File: config.mk
export PLATFORM = sky130hd
export DESIGN_NAME = sync_header_crc32_deframer_top
export DESIGN_NICKNAME = d
export VERILOG_FILES = /design/src/rtl/core/shcdf_pkg.sv /design/src/rtl/core/sync_header_crc32_deframer_top.sv
export SDC_FILE = /design/constraint.sdc
export NUM_CORES = 1
export LEC_CHECK = 0
export BUFFER_PORTS_ARGS = -buffer_cell sky130_fd_sc_hd__buf_4
export CORE_ASPECT_RATIO = 0.6
export CORE_MARGIN = 5
export CORE_UTILIZATION = 55
export CTS_CLUSTER_SIZE = 40
export DETAILED_ROUTE_END_ITERATION = 8
export GPL_TIMING_DRIVEN = 0
export HOLD_SLACK_MARGIN = 0.12
export PLACE_DENSITY = 0.79
export SLEW_MARGIN = 15
export SYNTH_ARGS = -nofsm -noshare
export SYNTH_HDL_FRONTEND = slang
export SYNTH_SLANG_ARGS = --single-unit
File: constraint.sdc
create_clock -name clock -period 5.46 [get_ports clock]
set_clock_uncertainty 0.15 [all_clocks]
set_input_delay 0 -clock clock [delete_from_list [all_inputs] [get_ports clock]]
set_output_delay 0 -clock clock [all_outputs]
set_load 0.01 [all_outputs]
File: src/rtl/core/shcdf_pkg.sv
// ----------------------------------------------------------------------------
// shcdf_pkg
// Types, constants and the byte-wide CRC-32 update for the framed receiver.
// ----------------------------------------------------------------------------
package shcdf_pkg;

   localparam int PAYLOAD_LEN_DEF = 100;

   localparam logic [31:0] CRC_POLY    = 32'hEDB8_8320;
   localparam logic [31:0] CRC_ONES    = 32'hFFFF_FFFF;
   localparam logic [7:0]  SYNC_FIRST  = 8'hAA;
   localparam logic [7:0]  SYNC_SECOND = 8'h55;
   localparam logic [15:0] COUNT_MAX   = 16'hFFFF;

   typedef enum logic [1:0] {
      SYNC_HUNT,
      SYNC_WAIT_H2,
      SYNC_BODY
   } sync_state_type;

   // reflected CRC-32, one byte, eight bit steps
   function automatic logic [31:0] crc_byte(input logic [31:0] crc, input logic [7:0] data);
      logic [31:0] c;
      c = crc ^ {24'h0, data};
      for (int k = 0; k < 8; k++) begin
         if (c[0]) begin
            c = (c >> 1) ^ CRC_POLY;
         end else begin
            c = c >> 1;
         end
      end
      return c;
   endfunction

endpackage

File: src/rtl/core/sync_header_crc32_deframer_top.sv
// ----------------------------------------------------------------------------
// sync_header_crc32_deframer_top
// Framed byte receiver: sync hunt on 0xAA 0x55, sequence, payload, CRC-32.
//
// Input channel req_*: one received byte per item. Output channel rsp_*: one
// item for every byte after the sync header, carrying the byte and its frame
// position; the final CRC byte also carries last, frame_ok and the sequence
// number, and every item carries the saturating bad-frame count. Header
// bytes give no item. An accepted byte passes through two registers, input
// and result, before it shows on rsp_*. Throughput: one byte per cycle while
// rsp_ready stays high, set by the byte-wide CRC update and framing logic.
// When the receiver stalls, the result register holds and the input register
// keeps one more byte; req_ready drops only when both are full. Reset
// (synchronous) empties both registers and returns to hunting for the
// first header byte with the CRC at all ones and the bad count at zero.
// ----------------------------------------------------------------------------
module sync_header_crc32_deframer_top
   import shcdf_pkg::*;
#(
   parameter int PAYLOAD_LEN = PAYLOAD_LEN_DEF
) (
   input  logic        clock,
   input  logic        reset,
   input  logic        req_valid,
   output logic        req_ready,
   input  logic [7:0]  req_rx_byte,
   output logic        rsp_valid,
   input  logic        rsp_ready,
   output logic [7:0]  rsp_data_byte,
   output logic [6:0]  rsp_byte_index,
   output logic        rsp_last,
   output logic        rsp_frame_ok,
   output logic [15:0] rsp_seq_number,
   output logic [15:0] rsp_bad_count
);

   localparam int DATA_END  = 4 + PAYLOAD_LEN;
   localparam int FRAME_END = 8 + PAYLOAD_LEN;
   localparam int CNT_W     = ($clog2(FRAME_END) > 7) ? $clog2(FRAME_END) : 7;

   logic              in_valid_ff;
   logic [7:0]        in_byte_ff;
   sync_state_type    sync_ff, sync_in;
   logic [CNT_W-1:0]  cnt_ff, cnt_in;
   logic [31:0]       crc_ff, crc_in;
   logic [15:0]       seq_ff, seq_in;
   logic [31:0]       recv_ff, recv_in;
   logic [15:0]       bad_ff, bad_in;

   logic              rsp_valid_ff;
   logic [7:0]        rsp_data_ff;
   logic [6:0]        rsp_index_ff;
   logic              rsp_last_ff;
   logic              rsp_ok_ff;
   logic [15:0]       rsp_seq_ff;
   logic [15:0]       rsp_bad_ff;

   logic              fire;
   logic              emit;
   logic              last_in;
   logic              ok_in;
   logic [15:0]       seq_out_in;

   assign fire      = in_valid_ff && (!rsp_valid_ff || rsp_ready);
   assign req_ready = !in_valid_ff || fire;

   always_comb begin
      sync_in    = sync_ff;
      cnt_in     = cnt_ff;
      crc_in     = crc_ff;
      seq_in     = seq_ff;
      recv_in    = recv_ff;
      bad_in     = bad_ff;
      emit       = 1'b0;
      last_in    = 1'b0;
      ok_in      = 1'b0;
      seq_out_in = 16'h0;
      if (fire) begin
         case (sync_ff)
            SYNC_HUNT: begin
               if (in_byte_ff == SYNC_FIRST) begin
                  crc_in  = crc_byte(CRC_ONES, SYNC_FIRST);
                  cnt_in  = CNT_W'(1);
                  sync_in = SYNC_WAIT_H2;
               end
            end
            SYNC_WAIT_H2: begin
               if (in_byte_ff == SYNC_SECOND) begin
                  crc_in  = crc_byte(crc_ff, in_byte_ff);
                  cnt_in  = CNT_W'(2);
                  sync_in = SYNC_BODY;
               end else if (in_byte_ff == SYNC_FIRST) begin
                  crc_in  = crc_byte(CRC_ONES, SYNC_FIRST);
                  cnt_in  = CNT_W'(1);
                  sync_in = SYNC_WAIT_H2;
               end else begin
                  crc_in  = CRC_ONES;
                  cnt_in  = '0;
                  sync_in = SYNC_HUNT;
               end
            end
            SYNC_BODY: begin
               emit = 1'b1;
               if (cnt_ff < CNT_W'(DATA_END)) begin
                  crc_in = crc_byte(crc_ff, in_byte_ff);
               end
               if (cnt_ff == CNT_W'(2)) begin
                  seq_in = {seq_ff[15:8], in_byte_ff};
               end else if (cnt_ff == CNT_W'(3)) begin
                  seq_in = {in_byte_ff, seq_ff[7:0]};
               end else if (cnt_ff >= CNT_W'(DATA_END)) begin
                  recv_in = {in_byte_ff, recv_ff[31:8]};
               end
               if (cnt_ff == CNT_W'(FRAME_END - 1)) begin
                  last_in    = 1'b1;
                  ok_in      = (recv_in == ~crc_in);
                  seq_out_in = seq_in;
                  if (!ok_in && bad_ff != COUNT_MAX) begin
                     bad_in = bad_ff + 16'd1;
                  end
                  sync_in = SYNC_HUNT;
                  cnt_in  = '0;
                  crc_in  = CRC_ONES;
               end else begin
                  cnt_in = cnt_ff + CNT_W'(1);
               end
            end
            default: begin
               sync_in = SYNC_HUNT;
               cnt_in  = '0;
               crc_in  = CRC_ONES;
            end
         endcase
      end
   end

   always_ff @(posedge clock) begin
      if (reset) begin
         in_valid_ff  <= 1'b0;
         rsp_valid_ff <= 1'b0;
         sync_ff      <= SYNC_HUNT;
         cnt_ff       <= '0;
         crc_ff       <= CRC_ONES;
         seq_ff       <= 16'h0;
         recv_ff      <= 32'h0;
         bad_ff       <= 16'h0;
      end else begin
         if (req_ready) begin
            in_valid_ff <= req_valid;
         end
         if (fire && emit) begin
            rsp_valid_ff <= 1'b1;
         end else if (rsp_ready) begin
            rsp_valid_ff <= 1'b0;
         end
         sync_ff <= sync_in;
         cnt_ff  <= cnt_in;
         crc_ff  <= crc_in;
         seq_ff  <= seq_in;
         recv_ff <= recv_in;
         bad_ff  <= bad_in;
      end
   end

   always_ff @(posedge clock) begin
      if (req_valid && req_ready) begin
         in_byte_ff <= req_rx_byte;
      end
      if (fire && emit) begin
         rsp_data_ff  <= in_byte_ff;
         rsp_index_ff <= cnt_ff[6:0];
         rsp_last_ff  <= last_in;
         rsp_ok_ff    <= ok_in;
         rsp_seq_ff   <= seq_out_in;
         rsp_bad_ff   <= bad_in;
      end
   end

   assign rsp_valid      = rsp_valid_ff;
   assign rsp_data_byte  = rsp_data_ff;
   assign rsp_byte_index = rsp_index_ff;
   assign rsp_last       = rsp_last_ff;
   assign rsp_frame_ok   = rsp_ok_ff;
   assign rsp_seq_number = rsp_seq_ff;
   assign rsp_bad_count  = rsp_bad_ff;

`ifndef SYNTHESIS
   a_not_last_clean: assert property (@(posedge clock) disable iff (reset)
      rsp_valid_ff && !rsp_last_ff |-> !rsp_ok_ff && rsp_seq_ff == 16'h0)
      else $error("non-final item carries verdict or sequence");

   a_bad_monotonic: assert property (@(posedge clock) disable iff (reset)
      1'b1 |=> bad_ff >= $past(bad_ff))
      else $error("bad-frame count decreased");

   a_hdr_count: assert property (@(posedge clock) disable iff (reset)
      sync_ff != SYNC_BODY |-> cnt_ff <= CNT_W'(1))
      else $error("byte counter out of range outside frame body");

   a_body_count: assert property (@(posedge clock) disable iff (reset)
      sync_ff == SYNC_BODY |-> cnt_ff >= CNT_W'(2) && cnt_ff <= CNT_W'(FRAME_END - 1))
      else $error("byte counter out of range in frame body");
`endif

endmodule

==> impl_metrics.yaml, run 1 <==
placed_design:
  dp_cells: 1164
  dp_hpwl_um: 19600
  io_buffer_count: 61
  gp_congestion: 1.01
route:
  ant_nets: 0
  wire_per_inst_um: 22.0
  vias_per_cell: 6.05
  top_layer: "met4"
  via_count: 7298
  route.detailed.drc: 0
  first_pass_iters: 6
  first_iter_violations: 1023
  wl_um: 26600
  wirelength_met1_um: 11900
  dr_wl_met2_um: 10100
  route.met3.wl_um: 4020
floorplan:
  ios: 63
  die_h_um: 109
  coreArea_um2: 16200
  rows: 36
  die_w_um: 176
  die_area_um2: 19200
  initial_utilization_pct: 56.0
cts:
  cts_tree: "done"
  cts_root_buffer: "clkbuf_16"
  cts_made_buffers: 17
  h-tree-depth: 4
  post-cts-setup-buffers: 0
  clock_sinks: 164
  clk_latency_ns: 0.44
  path_clk_slew_ns: 0.07
  clk_path_buf_depth: 2
  cts_resized: 0
layout:
  final_cell_mix: "nand2_1, dfxtp_1, nor2_1"
  nFillCells: 1292
  post-route-util_pct: 65.1
  nets: 1002
  final_common_cell: "nand2_1"
  final_cells: 1207
  syn_to_final_growth_pct: 16.3
  antenna_cells: 0
  drive_above_1_share_pct: 14.9
synthesis:
  synth_cell_types: 73
  synth-seq-cells: 164
  ys_seq_area_share_pct: 42.6
  synth-edff-count: 57
  syn_area_per_cell_um2: 10.1
  syn_nets: 909
  synth_area_um2: 9050
  yosys_warnings: 0
  syn_inst: 893
  async_reset_ff_share_pct: 0
  synth_flop_cell: "dfxtp_1"
global_routing:
  grt_pass1_wl_um: 40400
  overflow: 0
  grt_pass1_vias: 6791
  antenna_found_initial: 0
  track_usage_pct: 28.1
  grt_max_degree: 28
timing:
  tightest_slew_ns: 1.01
  max_freq_ghz: 0.225
  period_share_pct: 81.6
  rsz0062_at_grt: "no"
  setup_viol: 0
  relSlewSlack_pct: 32.7
  slew_violations: 0
  hold_violations: 0
  fin_tns_setup_ns: 0
  fin_crit_ns: 4.45
critical_path:
  criticalPathCategory: "flip-flop to flip-flop"
  crit_required_ns: 5.49
  reg2reg_depth: 13
  crit_fanout: 10
  critPathLaunch: "in_byte_ff[4]"
  startpoint_type: "flip-flop"
  regToRegStartpoint: "in_byte_ff[4]"
  r2r_slack_ns: 1.01
  timing.rr.end: "rsp_bad_count[1]"
  crit_end: "rsp_bad_count[1]"
  cp.arrival_ns: 4.49
  end_kind: "flip-flop"
hold_path:
  hp-class: "input port to flip-flop"
power_and_ir_drop:
  power_switching_mw: 0.795
  p_per_area_nw_per_um2: 289
  sw_frac_of_total_pct: 26.1
  seqPwrFrac_pct: 41.7
  p_int_mw: 2.25
  clockPowerShare_pct: 41.9
  vdd_ir_drop_max_v: 0.000204
  p_comb_share_pct: 16.4
  leakagePower_nw: 4.06
status:
  status: "finished clean"
job:
  cap_violations: 0
worst min path at each step:
stage	startpoint	to	depth (start not counted)
CTS	req_rx_byte[7]	in_byte_ff[7]	2
global placement	req_rx_byte[0]	in_byte_ff[0]	1
finish	req_rx_byte[6]	in_byte_ff[6]	2
floorplan	req_rx_byte[0]	in_byte_ff[0]	0
detailed placement	req_rx_byte[1]	in_byte_ff[1]	1
global route	req_rx_byte[3]	in_byte_ff[3]	2
per-stage QoR:
stage	hold WS, ns	setup WS [ns]	total power, mW	cell area [um2]
floorplan	-0.0511	1.58	1.65	9050
global placement	0.0278	0.0298	1.76	9770
detailed placement	0.0295	1.17	1.76	9800
CTS	0.123	1.17	3.03	10500
global route	0.146	0.907	3.12	10500
finish	0.132	1.01	3.04	10500
worst max-delay path, cell delays in order (launching register included):
cell	delay [ns]
edfxtp_1	0.39
buf_2	0.26
xnor2_2	0.60
xnor2_2	0.22
buf_2	0.36
xnor3_1	0.36
a2bb2oi_1	0.17
o211ai_1	0.11
o31ai_1	0.56
and4_1	0.31
buf_6	0.18
buf_8	0.17
nor2_4	0.07
mux2_4	0.30
logic make-up after synthesis:
logic type               count (synthesis)  synth area share, %
AND/OR/NAND/NOR                        307                 16.9
flip-flops                             164                 42.6
AO/OA/AOI/OAI                          161                 11.0
XOR/XNOR                               140                 20.0
buffers and inverters                   70                 3.35
multiplexers                            47                 5.63
adder cells (fa/ha/maj)                  4                0.553
sequential cells by signal, summed over array words and instances (netlist names):
| signal | cells |
|---|---|
| in_valid_ff | 1 |
| rsp_byte_index | 7 |
| rsp_data_byte | 8 |
| rsp_valid | 1 |
| rsp_last | 1 |
| seq_ff | 16 |
| bad_ff | 16 |
| rsp_frame_ok | 1 |
| rsp_bad_count | 16 |
| cnt_ff | 7 |
| sync_ff | 2 |
| crc_ff | 32 |
| in_byte_ff | 8 |
| rsp_seq_number | 16 |
| recv_ff | 32 |
synthesized netlist by cell type (3+ instances only):
cell	number	share of area, %
nand3_1	16	0.88
o21ai_0	21	1.2
xnor2_4	6	1.8
nor4_1	3	0.21
buf_4	3	0.25
nor3_1	10	0.55
xnor3_1	20	5.0
a21oi_1	67	3.7
and2_1	4	0.28
nand2b_1	28	1.9
or3_1	4	0.28
dfxtp_1	107	24
xor3_1	4	1.1
inv_1	10	0.41
mux2_4	6	1.0
a211oi_1	9	0.75
nor2b_1	11	0.76
edfxtp_1	57	19
a2bb2oi_1	3	0.29
o32ai_1	7	0.68
clkbuf_1	45	1.9
nand2_1	112	4.6
nor2_1	78	3.2
and3_1	4	0.28
mux2i_1	34	3.8
o31ai_1	5	0.41
o211ai_1	6	0.50
nand4_1	7	0.48
o22ai_1	17	1.2
buf_2	8	0.44
xor2_1	35	3.4
mux2_1	7	0.87
xnor3_2	3	0.79
or2_2	4	0.28
xnor2_1	62	6.0
nor4_2	7	0.97
o21bai_1	6	0.50
xnor2_2	8	1.4
or4_1	3	0.25
ha_1	4	0.55
power groups by stage:
| stage | registers, mW | logic, mW | clock network (mW) |
|---|---|---|---|
| 5_1_grt | 1.27 | 0.520 | 1.33 |
| 4_1_cts | 1.27 | 0.481 | 1.28 |
| 3_3_place_gp | 1.29 | 0.469 | 0 |
| 6_report | 1.27 | 0.500 | 1.27 |
| 2_1_floorplan | 1.29 | 0.353 | 0 |
| 3_5_place_dp | 1.30 | 0.469 | 0 |
final cells by class:
cell class	count	area (um2)	area share (%)
timing repair buffer	74	606	5.75
sequential	164	3850	36.6
inverter	10	37.5	0.357
buffer	60	265	2.52
tap	209	262	2.48
clock inverter	13	181	1.72
multi-input combinational	659	4890	46.5
clock buffer	18	429	4.08
layer usage:
layer	GRT usage, %	vias up
met3	11.3	54
met5	0	-
met2	37.3	450
met4	7.51	0
met1	42.2	3485
li1	-	3309
what timing repair did:
| item | in CTS | in global routing |
|---|---|---|
| endpoints found under the setup margin | 0 | 0 |
| hold buffers | 12 | 0 |
| endpoints found under the hold margin | 23 | 0 |
Power figures use the tool's default switching activity.
==> run 2: changes to the inputs <==
Clock period 5.46 ns to 4.1 ns, I/O delays scaled along.
==> impl_metrics.yaml, run 2 (same netlist as run 1, synthesis figures left out) <==
status:
  status: "finished clean"
cts:
  clk_path_buf_depth: 2
  clk_latency_ns: 0.44
  cts_root_buffer: "clkbuf_16"
  path_clk_slew_ns: 0.07
  clock_sinks: 164
  h-tree-depth: 4
  cts_made_buffers: 17
  cts_tree: "done"
critical_path:
  cp.arrival_ns: 4.06
  crit_fanout: 10
  reg2reg_depth: 13
  end_kind: "flip-flop"
  crit_required_ns: 4.13
  criticalPathCategory: "flip-flop to flip-flop"
  startpoint_type: "flip-flop"
placed_design:
  gp_congestion: 1.01
  dp_cells: 1164
  dpl_worst_slack_ns: -0.185
  dp_hpwl_um: 19600
  io_buffer_count: 61
floorplan:
  die_h_um: 109
  rows: 36
  die_area_um2: 19200
  initial_utilization_pct: 56.0
  ios: 63
  die_w_um: 176
  coreArea_um2: 16200
layout:
  drive_above_1_share_pct: 16.8
  final_cells: 1222
  nets: 1017
  largestRegisters: "crc_ff: 32 flops, recv_ff: 32 flops"
  antenna_cells: 0
  nFillCells: 1254
  multi_input_area_um2: 4970
  post-route-util_pct: 66.5
  final_cell_mix: "nand2_1, dfxtp_1, nor2_1"
  seq_area_um2: 3850
  syn_to_final_growth_pct: 18.8
  final_common_cell: "nand2_1"
route:
  first_iter_violations: 982
  dr_wl_met2_um: 10400
  first_pass_iters: 7
  ant_nets: 0
  via_count: 7407
  top_layer: "met4"
  wire_per_inst_um: 21.9
  vias_per_cell: 6.06
  route.detailed.drc: 0
  route.met3.wl_um: 4130
  wirelength_met1_um: 11800
  wl_um: 26800
global_routing:
  track_usage_pct: 28.1
  grt_pass1_wl_um: 40400
  grt_max_degree: 28
  grt_pass1_vias: 6782
  overflow: 0
  antenna_found_initial: 0
power_and_ir_drop:
  p_per_area_nw_per_um2: 382
  vdd_ir_drop_max_v: 0.000267
  leakagePower_nw: 4.16
  power.total_mw: 4.10
timing:
  setup_viol: 0
  max_freq_ghz: 0.248
  rsz0062_at_grt: "no"
  setup_ws_ns: 0.0707
  tightest_slew_ns: 1.08
  relSlewSlack_pct: 28.0
  hold_violations: 0
  fin_crit_ns: 4.03
  slew_violations: 0
  period_share_pct: 98.3
job:
  cap_violations: 0
hold_path:
  min_path_cells: 2
  hp-class: "input port to flip-flop"
## run 2: per-layer routing
metal,up-vias,global-route usage [%]
met5,-,0
met4,0,6.95
met3,40,11.2
met2,492,37.4
met1,3538,42.4
li1,3337,-
## run 2: worst max-delay path, stage by stage (launching register included)
cell      delay [ns]
edfxtp_1        0.39
buf_2           0.28
xnor2_4         0.37
xnor2_2         0.19
clkbuf_4        0.32
xor3_2          0.48
xnor2_1         0.17
nand3_1         0.14
o31ai_1         0.30
and4_1          0.26
buf_6           0.17
buf_8           0.16
nor2_4          0.07
mux2_4          0.30
## run 2: final timing paths
kind	slack, ns	end	startpoint
max	0.07	rsp_bad_count[1]	in_byte_ff[4]
max reg2reg	0.07	rsp_bad_count[1]	in_byte_ff[4]
min reg2reg	0.30	rsp_byte_index[3]	cnt_ff[3]
min	0.14	in_byte_ff[6]	req_rx_byte[6]
## run 2: area by class of cell
class	instances	area share [%]
Timing Repair Buffer	89	6.91
Clock buffer	18	3.99
Multi-Input combinational cell	659	46.2
Buffer	60	2.50
Tap cell	209	2.43
Clock inverter	13	1.69
Sequential cell	164	35.8
Inverter	10	0.396
## run 2: power breakdown
group          internal [mW]  switching [mW]
clock                   1.02           0.679
combinational          0.327           0.389
sequential              1.68         0.00762
## run 2: repair_timing
action / 4_1_cts / 5_1_grt
cloned: 0 / 0
endpoints found under the setup margin: 20 / 25
hold buffers: 12 / 0
gates resized for setup: 4 / 11
pin swaps: 0 / 5
hold endpoints to repair: 23 / 0
buffers inserted: 0 / 15
## run 2: metrics by stage
stage	hold WS [ns]	TNS, ns	area [um2]
3_5_place_dp	0.0295	-1.89	9800
2_1_floorplan	-0.0511	0	9050
4_1_cts	0.123	0	10500
3_3_place_gp	0.0278	-40.13	9770
6_report	0.135	0	10800
5_1_grt	0.146	0	10800
==> run 3: changes to the inputs <==
Settings changed: CORE_UTILIZATION 55 to 35, PLACE_DENSITY 0.79 to 0.56.
==> impl_metrics.yaml, run 3 (same netlist as run 1, synthesis figures left out) <==
power_and_ir_drop:
  power_switching_mw: 1.10
  power.total_mw: 4.09
  seqPwrFrac_pct: 41.2
  leakagePower_nw: 4.16
  p_int_mw: 2.99
  clockPowerShare_pct: 41.2
  sw_frac_of_total_pct: 26.9
  p_comb_share_pct: 17.5
  p_per_area_nw_per_um2: 374
  vdd_ir_drop_max_v: 0.000266
global_routing:
  track_usage_pct: 19.4
  antenna_found_initial: 0
  grt_max_degree: 32
  overflow: 0
  grt_pass1_wl_um: 42300
  grt_pass1_vias: 6708
critical_path:
  end_kind: "flip-flop"
  criticalPathCategory: "flip-flop to flip-flop"
  startpoint_type: "flip-flop"
  cp.arrival_ns: 4.06
  crit_fanout: 10
  crit_required_ns: 4.14
route:
  first_iter_violations: 767
  wire_per_inst_um: 20.6
  ant_nets: 0
  route.detailed.drc: 0
  wl_um: 28200
  vias_per_cell: 5.21
  first_pass_iters: 5
  via_count: 7122
placed_design:
  io_buffer_count: 61
  gp_congestion: 0.961
  dp_hpwl_um: 20900
job:
  cap_violations: 0
timing:
  slew_violations: 0
  setup_viol: 0
  tightest_slew_ns: 1.05
  period_share_pct: 98.1
  relSlewSlack_pct: 29.5
  rsz0062_at_grt: "yes"
  fin_crit_ns: 4.02
  whs_ns: 0.140
  hold_violations: 0
  max_freq_ghz: 0.249
floorplan:
  die_h_um: 135
  initial_utilization_pct: 35.6
  die_area_um2: 29300
  rows: 45
  coreArea_um2: 25400
  die_w_um: 218
  ios: 63
layout:
  final_common_cell: "nand2_1"
  multi_input_area_um2: 4980
  largestRegisters: "crc_ff: 32 flops, recv_ff: 32 flops"
  final_cell_mix: "nand2_1, dfxtp_1, nor2_1"
  antenna_cells: 0
  seq_area_um2: 3850
  drive_above_1_share_pct: 16.8
  syn_to_final_growth_pct: 20.9
  nFillCells: 2468
  nets: 1019
status:
  status: "finished clean"
cts:
  cts_root_buffer: "clkbuf_16"
  cts_made_buffers: 17
  path_clk_slew_ns: 0.07
  clock_sinks: 164
  clk_latency_ns: 0.44
  clk_path_buf_depth: 2
  cts_tree: "done"
  h-tree-depth: 4
hold_path:
  hp-class: "input port to flip-flop"
==> run 3: area by class of cell <==
type	instances	area share, %
multi-input cells	659	45.5
inverters	10	0.366
repair buffers	91	6.79
well taps	352	4.02
plain buffers	60	2.48
clock buffers	19	4.14
clock inverters	13	1.43
flip-flops and latches	164	35.2
==> run 3: metal layers <==
metal  vias up  part of all wire (%)  track usage, %
li1       3342                     -               -
met1      3482                    51            30.2
met2       267                    37            24.6
met3        31                    10            6.88
met4         0                   1.6            5.58
met5         -                     0               0
==> run 3: final timing paths <==
| kind | from | end | slack, ns | depth (start not counted) |
|---|---|---|---|---|
| worst max-delay path | in_byte_ff[3] | rsp_bad_count[1] | 0.08 | 13 |
| worst min-delay path | req_rx_byte[7] | in_byte_ff[7] | 0.14 | 2 |
| worst max register to register | in_byte_ff[3] | rsp_bad_count[1] | 0.08 | 13 |
| worst min register to register | cnt_ff[3] | rsp_byte_index[3] | 0.29 | 0 |
==> run 3: per-stage QoR <==
step | utilization [%] | setup TNS (ns) | setup WS, ns | instance area, um2 | std cells
4_1_cts | 42.6 | 0 | 0.000423 | 10800 | 1359
3_3_place_gp | 39.2 | -70.41 | -1.72 | 9950 | 1306
2_1_floorplan | - | 0 | 0.216 | 9050 | 893
6_report | 43.1 | 0 | 0.0789 | 10900 | 1368
5_1_grt | 43.1 | -0.0725 | -0.0725 | 10900 | 1368
3_5_place_dp | 39.3 | -2.88 | -0.287 | 9970 | 1307
==> run 3: repair_timing <==
item,4_1_cts,5_1_grt
pin swaps,1,4
gates resized for setup,7,14
endpoints found under the hold margin,24,0
buffers inserted,1,9
hold buffers,19,0
setup endpoints to repair,31,23
==> run 3: power groups by stage <==
stage	logic [mW]	registers, mW	clock network, mW
2_1_floorplan	0.470	1.72	0
3_3_place_gp	0.643	1.72	0
4_1_cts	0.665	1.69	1.72
5_1_grt	0.748	1.69	1.78
6_report	0.717	1.69	1.69
3_5_place_dp	0.636	1.73	0
==> run 3: worst max-delay path: stages (launching register included) <==
cell and delay [ns]:
edfxtp_1 0.33, buf_2 0.38, xnor2_4 0.21, buf_4 0.20, xnor2_4 0.33, xnor3_1 0.39
o2bb2ai_1 0.21, a2111oi_2 0.40, and4bb_1 0.23, and4_1 0.22, buf_6 0.17, buf_8 0.16
nor2_4 0.06, mux2_4 0.30
